==> src/rtl/tvv_pkg.sv <==
// Shared constants, register map and types for the video core.
package tvv_pkg;

  // Bus operations carried in the input tuser
  localparam logic [1:0] OP_READ  = 2'd0;
  localparam logic [1:0] OP_WRITE = 2'd1;
  localparam logic [1:0] OP_TICK  = 2'd2;

  localparam int REG_ADDR_W = 6;
  localparam int REG_DEPTH  = 1 << REG_ADDR_W;

  // Register map
  localparam logic [REG_ADDR_W-1:0] R_SYNC    = 6'h00;
  localparam logic [REG_ADDR_W-1:0] R_BLANK   = 6'h01;
  localparam logic [REG_ADDR_W-1:0] R_BEAMRST = 6'h03;
  localparam logic [REG_ADDR_W-1:0] R_COLP0   = 6'h06;
  localparam logic [REG_ADDR_W-1:0] R_COLP1   = 6'h07;
  localparam logic [REG_ADDR_W-1:0] R_COLPF   = 6'h08;
  localparam logic [REG_ADDR_W-1:0] R_COLBK   = 6'h09;
  localparam logic [REG_ADDR_W-1:0] R_PFCTL   = 6'h0A;
  localparam logic [REG_ADDR_W-1:0] R_PFA     = 6'h0D;
  localparam logic [REG_ADDR_W-1:0] R_PFB     = 6'h0E;
  localparam logic [REG_ADDR_W-1:0] R_PFC     = 6'h0F;
  localparam logic [REG_ADDR_W-1:0] R_POS0    = 6'h10;
  localparam logic [REG_ADDR_W-1:0] R_POS1    = 6'h11;
  localparam logic [REG_ADDR_W-1:0] R_GFX0    = 6'h1B;
  localparam logic [REG_ADDR_W-1:0] R_GFX1    = 6'h1C;
  localparam logic [REG_ADDR_W-1:0] R_MOT0    = 6'h20;
  localparam logic [REG_ADDR_W-1:0] R_MOT1    = 6'h21;
  localparam logic [REG_ADDR_W-1:0] R_MOVE    = 6'h2A;

  // Bit positions inside control registers
  localparam int SYNC_BIT    = 1;
  localparam int BLANK_BIT   = 7;
  localparam int REFLECT_BIT = 0;
  localparam int SCORE_BIT   = 1;

  localparam int COLOUR_W    = 7;
  localparam int PF_BITS     = 20;           // playfield bits per half line
  localparam int PF_PERIOD   = 2 * PF_BITS;  // repeat period in playfield bits
  localparam int SCORE_SPLIT = 80;           // score mode colour change column

  localparam int DEF_VISIBLE_WIDTH   = 160;
  localparam int DEF_VISIBLE_HEIGHT  = 192;
  localparam int DEF_CLOCKS_PER_LINE = 228;
  localparam int DEF_LINES_PER_FRAME = 262;

  // Copies of the register bits the renderer and motion logic look at
  typedef struct packed {
    logic                sync;
    logic                blank;
    logic [COLOUR_W-1:0] colp0;
    logic [COLOUR_W-1:0] colp1;
    logic [COLOUR_W-1:0] colpf;
    logic [COLOUR_W-1:0] colbk;
    logic                reflect;
    logic                score;
    logic [3:0]          pfa;
    logic [7:0]          pfb;
    logic [7:0]          pfc;
    logic [7:0]          gfx0;
    logic [7:0]          gfx1;
    logic [3:0]          mot0;
    logic [3:0]          mot1;
  } shadow_t;

  // Renderer outcome for the pixel under the beam
  typedef struct packed {
    logic                valid;
    logic [COLOUR_W-1:0] colour;
    logic                hit_pp;
    logic                hit_p0f;
    logic                hit_p1f;
  } pix_t;

endpackage

==> src/rtl/tvv_regfile.sv <==
// 64 x 8 bus register store with per-entry valid bits and registered read.
module tvv_regfile (
  input  logic                           clk,
  input  logic                           rst,
  input  logic                           wr_en,
  input  logic                           rd_en,
  input  logic [tvv_pkg::REG_ADDR_W-1:0] addr,
  input  logic [7:0]                     wr_data,
  output logic [7:0]                     rd_data
);
  import tvv_pkg::*;

  logic [7:0]           mem [REG_DEPTH];
  logic [REG_DEPTH-1:0] written;
  logic [7:0]           rd_q;
  logic                 rd_ok;

  always_ff @(posedge clk) begin
    if (wr_en) begin
      mem[addr] <= wr_data;
    end
    if (rd_en) begin
      rd_q <= mem[addr];
    end
  end

  // entries never written read as zero
  always_ff @(posedge clk) begin
    if (rst) begin
      written <= '0;
      rd_ok   <= 1'b0;
    end else begin
      if (wr_en) begin
        written[addr] <= 1'b1;
      end
      if (rd_en) begin
        rd_ok <= written[addr];
      end
    end
  end

  assign rd_data = rd_ok ? rd_q : 8'd0;

endmodule

==> src/rtl/tvv_render.sv <==
// Pixel renderer: playfield lookup, player windows, priority and collisions.
module tvv_render #(
  parameter int VISIBLE_WIDTH  = tvv_pkg::DEF_VISIBLE_WIDTH,
  parameter int VISIBLE_HEIGHT = tvv_pkg::DEF_VISIBLE_HEIGHT
) (
  input  tvv_pkg::shadow_t regs,
  input  logic [7:0]       col,
  input  logic [8:0]       line,
  input  logic [7:0]       pos0,
  input  logic [7:0]       pos1,
  output tvv_pkg::pix_t    pix
);
  import tvv_pkg::*;

  logic                vis;
  logic [5:0]          quad;
  logic [5:0]          idx6;
  logic [4:0]          idx5;
  logic [PF_BITS-1:0]  pf_vec;
  logic                pf;
  logic [8:0]          d0;
  logic [8:0]          d1;
  logic                p0;
  logic                p1;
  logic [COLOUR_W-1:0] c;

  assign vis = !regs.sync && !regs.blank &&
               ({1'b0, line} < 10'(VISIBLE_HEIGHT)) &&
               ({1'b0, col} < 9'(VISIBLE_WIDTH));

  // each playfield bit spans four columns
  assign quad = col[7:2];
  assign idx6 = (quad >= 6'(PF_PERIOD)) ? quad - 6'(PF_PERIOD) : quad;

  always_comb begin
    if (idx6 >= 6'(PF_BITS)) begin
      idx5 = regs.reflect ? 5'(6'(PF_PERIOD - 1) - idx6) : 5'(idx6 - 6'(PF_BITS));
    end else begin
      idx5 = idx6[4:0];
    end
  end

  // first byte nibble, second byte reversed, third byte straight
  always_comb begin
    pf_vec[3:0]   = regs.pfa;
    for (int i = 0; i < 8; i++) begin
      pf_vec[4 + i] = regs.pfb[7 - i];
    end
    pf_vec[19:12] = regs.pfc;
  end

  assign pf = pf_vec[idx5];

  assign d0 = {1'b0, col} - {1'b0, pos0};
  assign d1 = {1'b0, col} - {1'b0, pos1};
  assign p0 = !d0[8] && (d0[7:3] == 5'd0) && regs.gfx0[3'd7 - d0[2:0]];
  assign p1 = !d1[8] && (d1[7:3] == 5'd0) && regs.gfx1[3'd7 - d1[2:0]];

  always_comb begin
    c = regs.colbk;
    if (pf) begin
      if (regs.score) begin
        c = (col < 8'(SCORE_SPLIT)) ? regs.colp0 : regs.colp1;
      end else begin
        c = regs.colpf;
      end
    end
    if (p0) begin
      c = regs.colp0;
    end
    if (p1) begin
      c = regs.colp1;
    end
  end

  assign pix.valid   = vis;
  assign pix.colour  = vis ? c : '0;
  assign pix.hit_pp  = vis && p0 && p1;
  assign pix.hit_p0f = vis && p0 && pf;
  assign pix.hit_p1f = vis && p1 && pf;

endmodule

==> src/rtl/tv_interface_video_core.sv <==
// Video core top level: input stage, register side effects, beam and result register.
//
//  channel | dir | tdata                          | tuser        | tlast
//  s_      | in  | address[15:0], data[23:16]     | op[1:0]      | -
//  m_      | out | read_data, x, y, colour, hits  | pixel_valid  | end_of_frame
//
// One item per cycle while m_ does not stall; each item passes the input stage
// (register store read) and then the result register (render and state update).
// Reset (rst, synchronous) clears the store valid bits, beam counters, player
// positions, collision latches and both pipeline stages.
// A stall on m_ holds the result register; the input stage keeps accepting
// until both stages are full.
module tv_interface_video_core #(
  parameter int VISIBLE_WIDTH   = tvv_pkg::DEF_VISIBLE_WIDTH,
  parameter int VISIBLE_HEIGHT  = tvv_pkg::DEF_VISIBLE_HEIGHT,
  parameter int CLOCKS_PER_LINE = tvv_pkg::DEF_CLOCKS_PER_LINE,
  parameter int LINES_PER_FRAME = tvv_pkg::DEF_LINES_PER_FRAME
) (
  input  logic        clk,
  input  logic        rst,
  input  logic        s_tvalid,
  output logic        s_tready,
  input  logic [23:0] s_tdata,   // address[15:0], data[23:16]
  input  logic [1:0]  s_tuser,   // op[1:0]
  output logic        m_tvalid,
  input  logic        m_tready,
  // read_data[7:0], pixel_x[15:8], pixel_y[23:16], pixel_colour[30:24],
  // hit_players[31], hit_p0_field[32], hit_p1_field[33], zero[39:34]
  output logic [39:0] m_tdata,
  output logic [0:0]  m_tuser,   // pixel_valid[0]
  output logic        m_tlast    // end_of_frame
);
  import tvv_pkg::*;

  logic                  accept;
  logic                  advance;

  logic                  s1_valid;
  logic [1:0]            s1_op;
  logic [REG_ADDR_W-1:0] s1_reg;
  logic [7:0]            s1_data;
  logic [7:0]            rf_rd;

  shadow_t               shadow, shadow_next;
  logic [7:0]            col, col_next;
  logic [7:0]            col_mod, col_mod_next;   // beam column modulo visible width
  logic [8:0]            line, line_next;
  logic [15:0]           frame_num, frame_num_next;
  logic [7:0]            pos0, pos0_next;
  logic [7:0]            pos1, pos1_next;
  logic [7:0]            pm0, pm0_next;           // positions modulo visible width
  logic [7:0]            pm1, pm1_next;
  logic [2:0]            hits, hits_next;
  pix_t                  pix;

  logic [7:0]            rd_next;
  logic                  pv_next;
  logic [7:0]            px_next;
  logic [7:0]            py_next;
  logic [COLOUR_W-1:0]   colour_next;
  logic                  eof_next;

  logic [7:0]            rd;
  logic                  pv;
  logic [7:0]            px;
  logic [7:0]            py;
  logic [COLOUR_W-1:0]   colour;
  logic                  eof;

  logic [8:0]            nc;
  logic [8:0]            nm;
  logic [9:0]            nl;

  function automatic logic [7:0] apply_motion(input logic [7:0] pm, input logic [3:0] mot);
    logic [9:0] v;
    v = {2'b00, pm} + {{6{mot[3]}}, mot};
    if (v[9]) begin
      apply_motion = 8'(v + 10'(VISIBLE_WIDTH));
    end else if (v >= 10'(VISIBLE_WIDTH)) begin
      apply_motion = 8'(v - 10'(VISIBLE_WIDTH));
    end else begin
      apply_motion = v[7:0];
    end
  endfunction

  assign advance  = s1_valid && (!m_tvalid || m_tready);
  assign s_tready = !s1_valid || advance;
  assign accept   = s_tvalid && s_tready;

  tvv_regfile u_regfile (
    .clk     (clk),
    .rst     (rst),
    .wr_en   (accept && (s_tuser == OP_WRITE)),
    .rd_en   (accept && (s_tuser == OP_READ)),
    .addr    (s_tdata[REG_ADDR_W-1:0]),
    .wr_data (s_tdata[23:16]),
    .rd_data (rf_rd)
  );

  tvv_render #(
    .VISIBLE_WIDTH  (VISIBLE_WIDTH),
    .VISIBLE_HEIGHT (VISIBLE_HEIGHT)
  ) u_render (
    .regs (shadow),
    .col  (col),
    .line (line),
    .pos0 (pos0),
    .pos1 (pos1),
    .pix  (pix)
  );

  always_ff @(posedge clk) begin
    if (rst) begin
      s1_valid <= 1'b0;
    end else if (accept) begin
      s1_valid <= 1'b1;
    end else if (advance) begin
      s1_valid <= 1'b0;
    end
  end

  always_ff @(posedge clk) begin
    if (accept) begin
      s1_op   <= s_tuser;
      s1_reg  <= s_tdata[REG_ADDR_W-1:0];
      s1_data <= s_tdata[23:16];
    end
  end

  assign nc = {1'b0, col} + 9'd1;
  assign nm = {1'b0, col_mod} + 9'd1;
  assign nl = {1'b0, line} + 10'd1;

  always_comb begin
    shadow_next    = shadow;
    col_next       = col;
    col_mod_next   = col_mod;
    line_next      = line;
    frame_num_next = frame_num;
    pos0_next      = pos0;
    pos1_next      = pos1;
    pm0_next       = pm0;
    pm1_next       = pm1;
    hits_next      = hits;
    rd_next        = 8'd0;
    pv_next        = 1'b0;
    px_next        = 8'd0;
    py_next        = 8'd0;
    colour_next    = '0;
    eof_next       = 1'b0;
    unique case (s1_op)
      OP_READ: begin
        rd_next = rf_rd;
      end
      OP_WRITE: begin
        unique case (s1_reg)
          R_SYNC:    shadow_next.sync    = s1_data[SYNC_BIT];
          R_BLANK:   shadow_next.blank   = s1_data[BLANK_BIT];
          R_COLP0:   shadow_next.colp0   = s1_data[COLOUR_W-1:0];
          R_COLP1:   shadow_next.colp1   = s1_data[COLOUR_W-1:0];
          R_COLPF:   shadow_next.colpf   = s1_data[COLOUR_W-1:0];
          R_COLBK:   shadow_next.colbk   = s1_data[COLOUR_W-1:0];
          R_PFCTL: begin
            shadow_next.reflect = s1_data[REFLECT_BIT];
            shadow_next.score   = s1_data[SCORE_BIT];
          end
          R_PFA:     shadow_next.pfa     = s1_data[7:4];
          R_PFB:     shadow_next.pfb     = s1_data;
          R_PFC:     shadow_next.pfc     = s1_data;
          R_GFX0:    shadow_next.gfx0    = s1_data;
          R_GFX1:    shadow_next.gfx1    = s1_data;
          R_MOT0:    shadow_next.mot0    = s1_data[3:0];
          R_MOT1:    shadow_next.mot1    = s1_data[3:0];
          R_BEAMRST: begin
            col_next     = 8'd0;
            col_mod_next = 8'd0;
          end
          R_POS0: begin
            pos0_next = col;
            pm0_next  = col_mod;
          end
          R_POS1: begin
            pos1_next = col;
            pm1_next  = col_mod;
          end
          R_MOVE: begin
            pos0_next = apply_motion(pm0, shadow.mot0);
            pm0_next  = apply_motion(pm0, shadow.mot0);
            pos1_next = apply_motion(pm1, shadow.mot1);
            pm1_next  = apply_motion(pm1, shadow.mot1);
          end
          default: ;
        endcase
      end
      OP_TICK: begin
        hits_next   = hits | {pix.hit_p1f, pix.hit_p0f, pix.hit_pp};
        pv_next     = pix.valid;
        px_next     = pix.valid ? col : 8'd0;
        py_next     = pix.valid ? line[7:0] : 8'd0;
        colour_next = pix.colour;
        if (nc >= 9'(CLOCKS_PER_LINE)) begin
          col_next     = 8'd0;
          col_mod_next = 8'd0;
          if (nl >= 10'(LINES_PER_FRAME)) begin
            line_next      = 9'd0;
            frame_num_next = frame_num + 16'd1;
            eof_next       = 1'b1;
          end else begin
            line_next = nl[8:0];
          end
        end else begin
          col_next     = nc[7:0];
          col_mod_next = (nm == 9'(VISIBLE_WIDTH)) ? 8'd0 : nm[7:0];
        end
      end
      default: ;
    endcase
  end

  always_ff @(posedge clk) begin
    if (rst) begin
      shadow    <= '0;
      col       <= 8'd0;
      col_mod   <= 8'd0;
      line      <= 9'd0;
      frame_num <= 16'd0;
      pos0      <= 8'd0;
      pos1      <= 8'd0;
      pm0       <= 8'd0;
      pm1       <= 8'd0;
      hits      <= 3'd0;
    end else if (advance) begin
      shadow    <= shadow_next;
      col       <= col_next;
      col_mod   <= col_mod_next;
      line      <= line_next;
      frame_num <= frame_num_next;
      pos0      <= pos0_next;
      pos1      <= pos1_next;
      pm0       <= pm0_next;
      pm1       <= pm1_next;
      hits      <= hits_next;
    end
  end

  always_ff @(posedge clk) begin
    if (rst) begin
      m_tvalid <= 1'b0;
    end else if (advance) begin
      m_tvalid <= 1'b1;
    end else if (m_tready) begin
      m_tvalid <= 1'b0;
    end
  end

  always_ff @(posedge clk) begin
    if (advance) begin
      rd     <= rd_next;
      pv     <= pv_next;
      px     <= px_next;
      py     <= py_next;
      colour <= colour_next;
      eof    <= eof_next;
    end
  end

  // latches are shown as they stand once the item is done
  assign m_tdata = {6'd0, hits, colour, py, px, rd};
  assign m_tuser = pv;
  assign m_tlast = eof;

endmodule

==> config.mk <==
export PLATFORM = sky130hd
export DESIGN_NAME = tv_interface_video_core
export DESIGN_NICKNAME = d
export VERILOG_FILES = /design/src/rtl/tvv_pkg.sv /design/src/rtl/tvv_regfile.sv /design/src/rtl/tvv_render.sv /design/src/rtl/tv_interface_video_core.sv
export SDC_FILE = /design/constraint.sdc
export NUM_CORES = 1
export LEC_CHECK = 0
export ABC_CLOCK_PERIOD_IN_PS = 4000
export BUFFER_PORTS_ARGS = -buffer_cell sky130_fd_sc_hd__buf_4
export CORE_MARGIN = 3
export CORE_UTILIZATION = 40
export DETAILED_ROUTE_END_ITERATION = 12
export GPL_ROUTABILITY_DRIVEN = 0
export PLACE_DENSITY = 0.53
export SYNTH_ARGS = -nofsm -noshare
export SYNTH_HDL_FRONTEND = slang
export SYNTH_SLANG_ARGS = --single-unit
==> constraint.sdc <==
create_clock -name clk -period 4 [get_ports clk]
set_input_delay 0.2 -clock clk [delete_from_list [all_inputs] [get_ports clk]]
set_output_delay 0.2 -clock clk [all_outputs]
set_load 0.03 [all_outputs]
==> metrics.txt, run 1 <==
Avg Cell Area, Syn 13.2 sq um; Max IR drop VDD 0.343 mV; Iter 0 DRT Violations 1620; clk slew on worst S/H paths 0.06 ns; Largest regs u_regfile.mem x512, shadow x76, u_regfile.written x64; CP arrival 3.97 ns; crit path launch type register; Final ANT Viol Nets 0; FF/Latch Area 0.0212 sq mm; min cycle time layout 3.61 ns; Worst slew margin 22.5%; drt drc 0; met3 Resource Use GR 2.94%; Hold WC Path Type primary input to register; final hold vios 0; worst-margin pin slew 1.16 ns; drt pass-1 iters 5; highest-delay cell along the critical path or4_4; dpl hpwl 54900 microns; Worst Path Buf+Inv 0; final setup vio count 0; H-tree depth 3; sequential area share after synthesis 66.4%; CTS tree done; wirelength, routed 88000 microns; Setup Buffers After CTS 0; post-route cell area 0.0366 sq mm; core area 0.0781 sq mm; biggest cell delay along the critical path 0.55 ns; CP max FO 12; Slew Viols, Final 0; max_cap viols 0; Post-CTS Resized 0; Die Span Y 288 microns; met2 Use GR 35.2%; post-synthesis async set-or-reset flop share 0%; Mapped Cells 2411; status finished clean; pin count of the biggest net entering global routing 77; post-synthesis instance area 0.0318 sq mm; P_leak 12.0 nW; critical path, cell by cell nand3b_1 -> and2_1 -> ha_1 -> nor3b_4 -> o211a_4 -> o21ai_4 -> mux2_2 -> or4_4 -> o31ai_4 -> nor3_4 -> a221o_1; EDFF count, synth 569; Pwr Total 16.8 mW; CTS Hold Buffers Added 8; Final Cycle Share 90.3%; WL/cell 24.3 microns; Fin Setup TNS 0 ns; # diodes 0; multi-input logic area 0.00993 sq mm; fin nets 2592; vias in the first global route 20603; latest clock arrival within the worst-skew pair 0.63 ns; RSZ-0062 raised after global routing false; fraction of layout cells with a size suffix above 1 12.5%; Worst Path Required 4.36 ns; Synth top area share 53.7%; Synth area leaders edfxtp_1 54%, dfxtp_1 13%, a22oi_1 4.5%; CP top delay family simple AND/OR/NAND/NOR gates; Layout fillers 6964; global-route wire length before repair 131000 microns; Unique masters post-synth 90; clock tree buffer depth 3; grt peak-use layer met2; drt via density 5.83; Ports 74; Fmax 277 MHz; PwrDens 460 mW/mm^2; gr usage total 21.0%; Synth-to-Final Area Change 14.8%; FP Rows 102; Initial Utilization 40.8%; most frequent cells in the layout 569 x edfxtp_1, 256 x nor2_1, 203 x dfxtp_1; worst hold margin 0.0539 ns; gr ovfl total 0; Seq cells post-synth 772; leading area contributor after synthesis edfxtp_1; TritonCTS Buffers 83; vias after detailed routing 21090; worst clock skew 0.0241 ns; Clock Sinks 772; Largest register FFs 512; initial antenna violation count 2; Main synth FF type edfxtp_1; Setup CP Type register to register; most common cell after layout, fill and taps aside edfxtp_1; met1 Use GR 28.5%; die area 0.0830 sq mm; Port Buffers 57; Synth warnings 0; Die Span X 288 microns; crit end category register; Reg with most FFs u_regfile.mem; Root Buffer Master clkbuf_16; Post-DP Area 0.0338 sq mm
[cell usage after synthesis, drive strengths merged, types with 8 or more instances]
| cell | instances |
|---|---|
| a211oi | 18 |
| a22oi | 190 |
| edfxtp | 569 |
| o21a | 72 |
| nor3 | 37 |
| nand2 | 66 |
| a2111oi | 8 |
| or3 | 11 |
| and2 | 32 |
| clkbuf | 125 |
| ha | 47 |
| a31oi | 38 |
| a221oi | 55 |
| nor4 | 12 |
| nor3b | 14 |
| a21o | 10 |
| nor2b | 16 |
| nor2 | 258 |
| a22o | 62 |
| dfxtp | 203 |
| nand3 | 36 |
| xnor2 | 9 |
| buf | 28 |
| a221o | 9 |
| and3 | 18 |
| nand4 | 40 |
| a21oi | 77 |
| nand2b | 14 |
| inv | 47 |
| mux2i | 90 |
| o211ai | 23 |
| o21ai | 62 |
[worst paths after layout]
check             cells after the start  slack [ns]  startpoint   endpoint
setup / recovery                     11        0.39      col[7]  colour[5]
hold / removal                        1        0.05  s_tdata[5]  s1_reg[5]
setup reg to reg                     11        0.39      col[7]  colour[5]
hold reg to reg                       2        0.45     hits[2]    hits[2]
[stage by stage]
step | cells | worst slack (ns) | utilization, %
detailed placement | 3458 | 0.443 | 43.3
floorplan | 2416 | 0.733 | -
finish | 3619 | 0.388 | 46.8
global route | 3619 | 0.258 | 46.8
global placement | 3458 | 0.491 | 43.3
CTS | 3619 | 0.395 | 46.8
[power by group]
| group | total [mW] | switching [mW] | internal [mW] |
|---|---|---|---|
| Clock | 7.45 | 3.06 | 4.39 |
| Sequential | 8.67 | 0.0401 | 8.63 |
| Combinational | 0.692 | 0.513 | 0.179 |
[layer usage]
layer	vias up	part of all wire (%)
li1	9624	-
met1	10637	44
met2	683	48
met3	144	5.8
met4	2	2.4
met5	-	0.016
[final cells by class]
| type | instances | share of cell area, % |
|---|---|---|
| well taps | 1040 | 3.56 |
| inverters | 49 | 0.503 |
| flip-flops and latches | 772 | 57.8 |
| clock inverters | 14 | 0.366 |
| clock buffers | 139 | 6.95 |
| multi-input cells | 1442 | 27.2 |
| repair buffers | 163 | 3.61 |
[logic make-up after synthesis]
kind of cell | synth area share, %
xor+xnor | 0.385
compound gates | 15.9
flops | 66.4
mux | 3.40
simple gates | 9.22
buf+inv | 2.58
other cells | 0.0118
fa+ha+maj | 2.10
No activity file was read; power rests on OpenSTA's default activity.
==> inputs of run 2 (changes only) <==
CTS_CLUSTER_SIZE = 20   (was default)
PLACE_DENSITY = default   (was 0.53)
PLACE_DENSITY_LB_ADDON = 0.25   (was default)
==> metrics.txt, run 2 (synthesis gave the netlist of run 1 again) <==
RR Endpoint pos1[6] (was colour[5]); met1 Use GR 29.0% (was 28.5%); status finished clean (unchanged); Fin Setup TNS 0 ns (unchanged); clk slew on worst S/H paths 0.06 ns (about the same); TritonCTS Buffers 81 (was 83); crit end category register (unchanged); Die Span X 288 microns (unchanged); Final Cycle Share 87.9% (was 90.3%); H-tree depth 3 (unchanged); drt pass-1 iters 5 (unchanged); Internal Power 13.0 mW (was 13.2 mW); fraction of layout cells with a size suffix above 1 12.5% (about the same); Max IR drop VDD 0.305 mV (was 0.343 mV); Iter 0 DRT Violations 2047 (was 1620); sw frac 21.8% (was 21.5%); fin nets 2591 (was 2592); Final ANT Viol Nets 0 (unchanged); PwrDens 457 mW/mm^2 (was 460 mW/mm^2); latest clock arrival within the worst-skew pair 0.63 ns (about the same); grt peak-use layer met2 (unchanged); Worst slew margin 23.7% (was 22.5%); most frequent cells in the layout 569 x edfxtp_1, 256 x nor2_1, 203 x dfxtp_1 (unchanged); critical path, cell by cell ha_1 -> inv_1 -> fa_1 -> nor2b_1 -> o21a_1 -> o21ai_1 -> a21o_1 -> nor2_1 -> ha_1 -> or3_1 -> a2111oi_0 -> a311o_1 -> a211oi_1 (was nand3b_1 -> and2_1 -> ha_1 -> nor3b_4 -> o211a_4 -> o21ai_4 -> mux2_2 -> or4_4 -> o31ai_4 -> nor3_4 -> a221o_1); clock tree buffer depth 3 (unchanged); Initial Utilization 40.8% (unchanged); met2 Use GR 32.8% (was 35.2%); Reg with most FFs u_regfile.mem (unchanged); Reg power frac 52.0% (was 51.6%); critical path's most frequent cell ha_1; origin of the critical flop-to-flop path shadow[0] (was col[7]); R2R setup slack 0.49 ns (was 0.39 ns); initial antenna violation count 1 (was 2); Largest register FFs 512 (unchanged); wirelength, routed 86000 microns (was 88000 microns); Ports 74 (unchanged); max_cap viols 0 (unchanged); R2R depth 13 (was 11); clock power share 43.8% (was 44.3%); most common cell after layout, fill and taps aside edfxtp_1 (unchanged); Setup CP Type register to register (unchanged); Setup Buffers After CTS 0 (unchanged); global-route wire length before repair 129000 microns (was 131000 microns); dpl hpwl 52600 microns (was 54900 microns); min cycle time layout 3.51 ns (was 3.61 ns); Die Span Y 288 microns (unchanged); Port Buffers 57 (unchanged); worst setup path start shadow[0] (was col[7]); vias in the first global route 20611 (was 20603); CTS tree done (unchanged); drt via density 5.86 (was 5.83); gr ovfl total 0 (unchanged); post-route cell area 0.0365 sq mm (was 0.0366 sq mm); critical path depth 13 (was 11); drt drc 0 (unchanged); highest-delay cell along the critical path a2111oi_0 (was or4_4); Worst Path Required 4.49 ns (was 4.36 ns); worst-margin pin slew 1.13 ns (was 1.16 ns); Clock Sinks 772 (unchanged); gr usage total 20.4% (was 21.0%); switching power 3.64 mW (was 3.61 mW); Fmax 285 MHz (was 277 MHz); Hold WC Path Type primary input to register (unchanged); RSZ-0062 raised after global routing false (unchanged); CP top delay family compound AO/OA/AOI/OAI gates (was simple AND/OR/NAND/NOR gates); biggest cell delay along the critical path 0.55 ns (about the same); FP Rows 102 (unchanged); logic gate share of total power 4.2% (was 4.1%); final hold vios 0 (unchanged); Slew Viols, Final 0 (unchanged); Synth-to-Final Area Change 14.6% (was 14.8%); crit path launch type register (unchanged); vias after detailed routing 21216 (was 21090); die area 0.0830 sq mm (unchanged); P_leak 12.0 nW (about the same); CP max FO 4 (was 12); pin count of the biggest net entering global routing 79 (was 77); CP arrival 4.01 ns (was 3.97 ns); WL/cell 23.8 microns (was 24.3 microns); met3 Resource Use GR 2.74% (was 2.94%); core area 0.0781 sq mm (unchanged); Root Buffer Master clkbuf_16 (unchanged); crit path capture pos1[6] (was colour[5]); Post-DP Area 0.0338 sq mm (about the same); Worst Path Buf+Inv 1 (was 0); worst clock skew 0.0200 ns (was 0.0241 ns); final setup vio count 0 (unchanged); Largest regs u_regfile.mem x512, shadow x76, u_regfile.written x64 (unchanged)
run 2: cell count changes in the layout (fill, tap and decap cells not counted), moves of 2 or more:
cell	before	now
clkinv_2	6	13
clkinvlp_4	0	2
clkinv_1	3	15
clkbuf_16	87	83
clkbuf_8	17	4
clkinv_8	3	1
bufinv_16	1	5
inv_6	1	4
clkbuf_1	35	21
run 2: worst min path at each step:
stage | start | endpoint | cells past startpoint
after floorplan | s_tdata[16] | s1_data[0] | 0
after global placement | s_tuser[1] | s1_op[1] | 1
after detailed placement | s_tuser[1] | s1_op[1] | 1
after CTS | s_tdata[4] | s1_reg[4] | 1
after global routing | s_tdata[4] | s1_reg[4] | 1
final | s_tdata[4] | s1_reg[4] | 1
run 2: layer usage:
layer	routed length, microns	vias to the layer above
met1	38000	10610
li1	-	9631
met2	40000	814
met5	0	-
met3	5670	161
met4	2350	0
run 2: power by group through the flow:
| stage | combinational [mW] | sequential, mW | clock [mW] |
|---|---|---|---|
| floorplan | 0.328 | 8.84 | 0 |
| global placement | 0.677 | 8.84 | 0 |
| detailed placement | 0.687 | 8.84 | 0 |
| CTS | 0.699 | 8.67 | 7.45 |
| global route | 0.743 | 8.67 | 7.75 |
| finish | 0.699 | 8.67 | 7.31 |
run 2: worst reg2reg max path: cells and delay by family, from the launching register on:
| kind | cells | cell delay (ns) |
|---|---|---|
| compound gates | 6 | 1.37 |
| fa+ha+maj | 3 | 0.83 |
| buf+inv | 1 | 0.06 |
| flops | 1 | 0.34 |
| simple gates | 3 | 0.77 |
run 2: layout make-up:
cell class                      instances  area [sq um]
Sequential cell                       772         21200
Timing Repair Buffer                  164          1340
Fill cell                            6862         41600
Tap cell                             1040          1300
Multi-Input combinational cell       1442          9930
Clock buffer                          108          2210
Inverter                               49           184
Antenna cell                            1          2.50
Clock inverter                         42           372
run 2: timing repair:
item	4_1_cts	5_1_grt
hold buffers	9	0
endpoints found under the setup margin	0	0
hold endpoints to repair	17	0
resized for setup	0	0
run 2: metrics by stage:
stage	utilization, %	hold WS [ns]	instances	power, mW	setup WS (ns)
6_report	46.7	0.109	3618	16.7	0.486
5_1_grt	46.7	0.0787	3618	17.2	0.218
4_1_cts	46.7	0.0571	3617	16.8	0.499
3_5_place_dp	43.3	0.411	3458	9.52	0.509
3_3_place_gp	43.3	0.406	3458	9.51	0.530
2_1_floorplan	-	0.299	2416	9.17	0.733
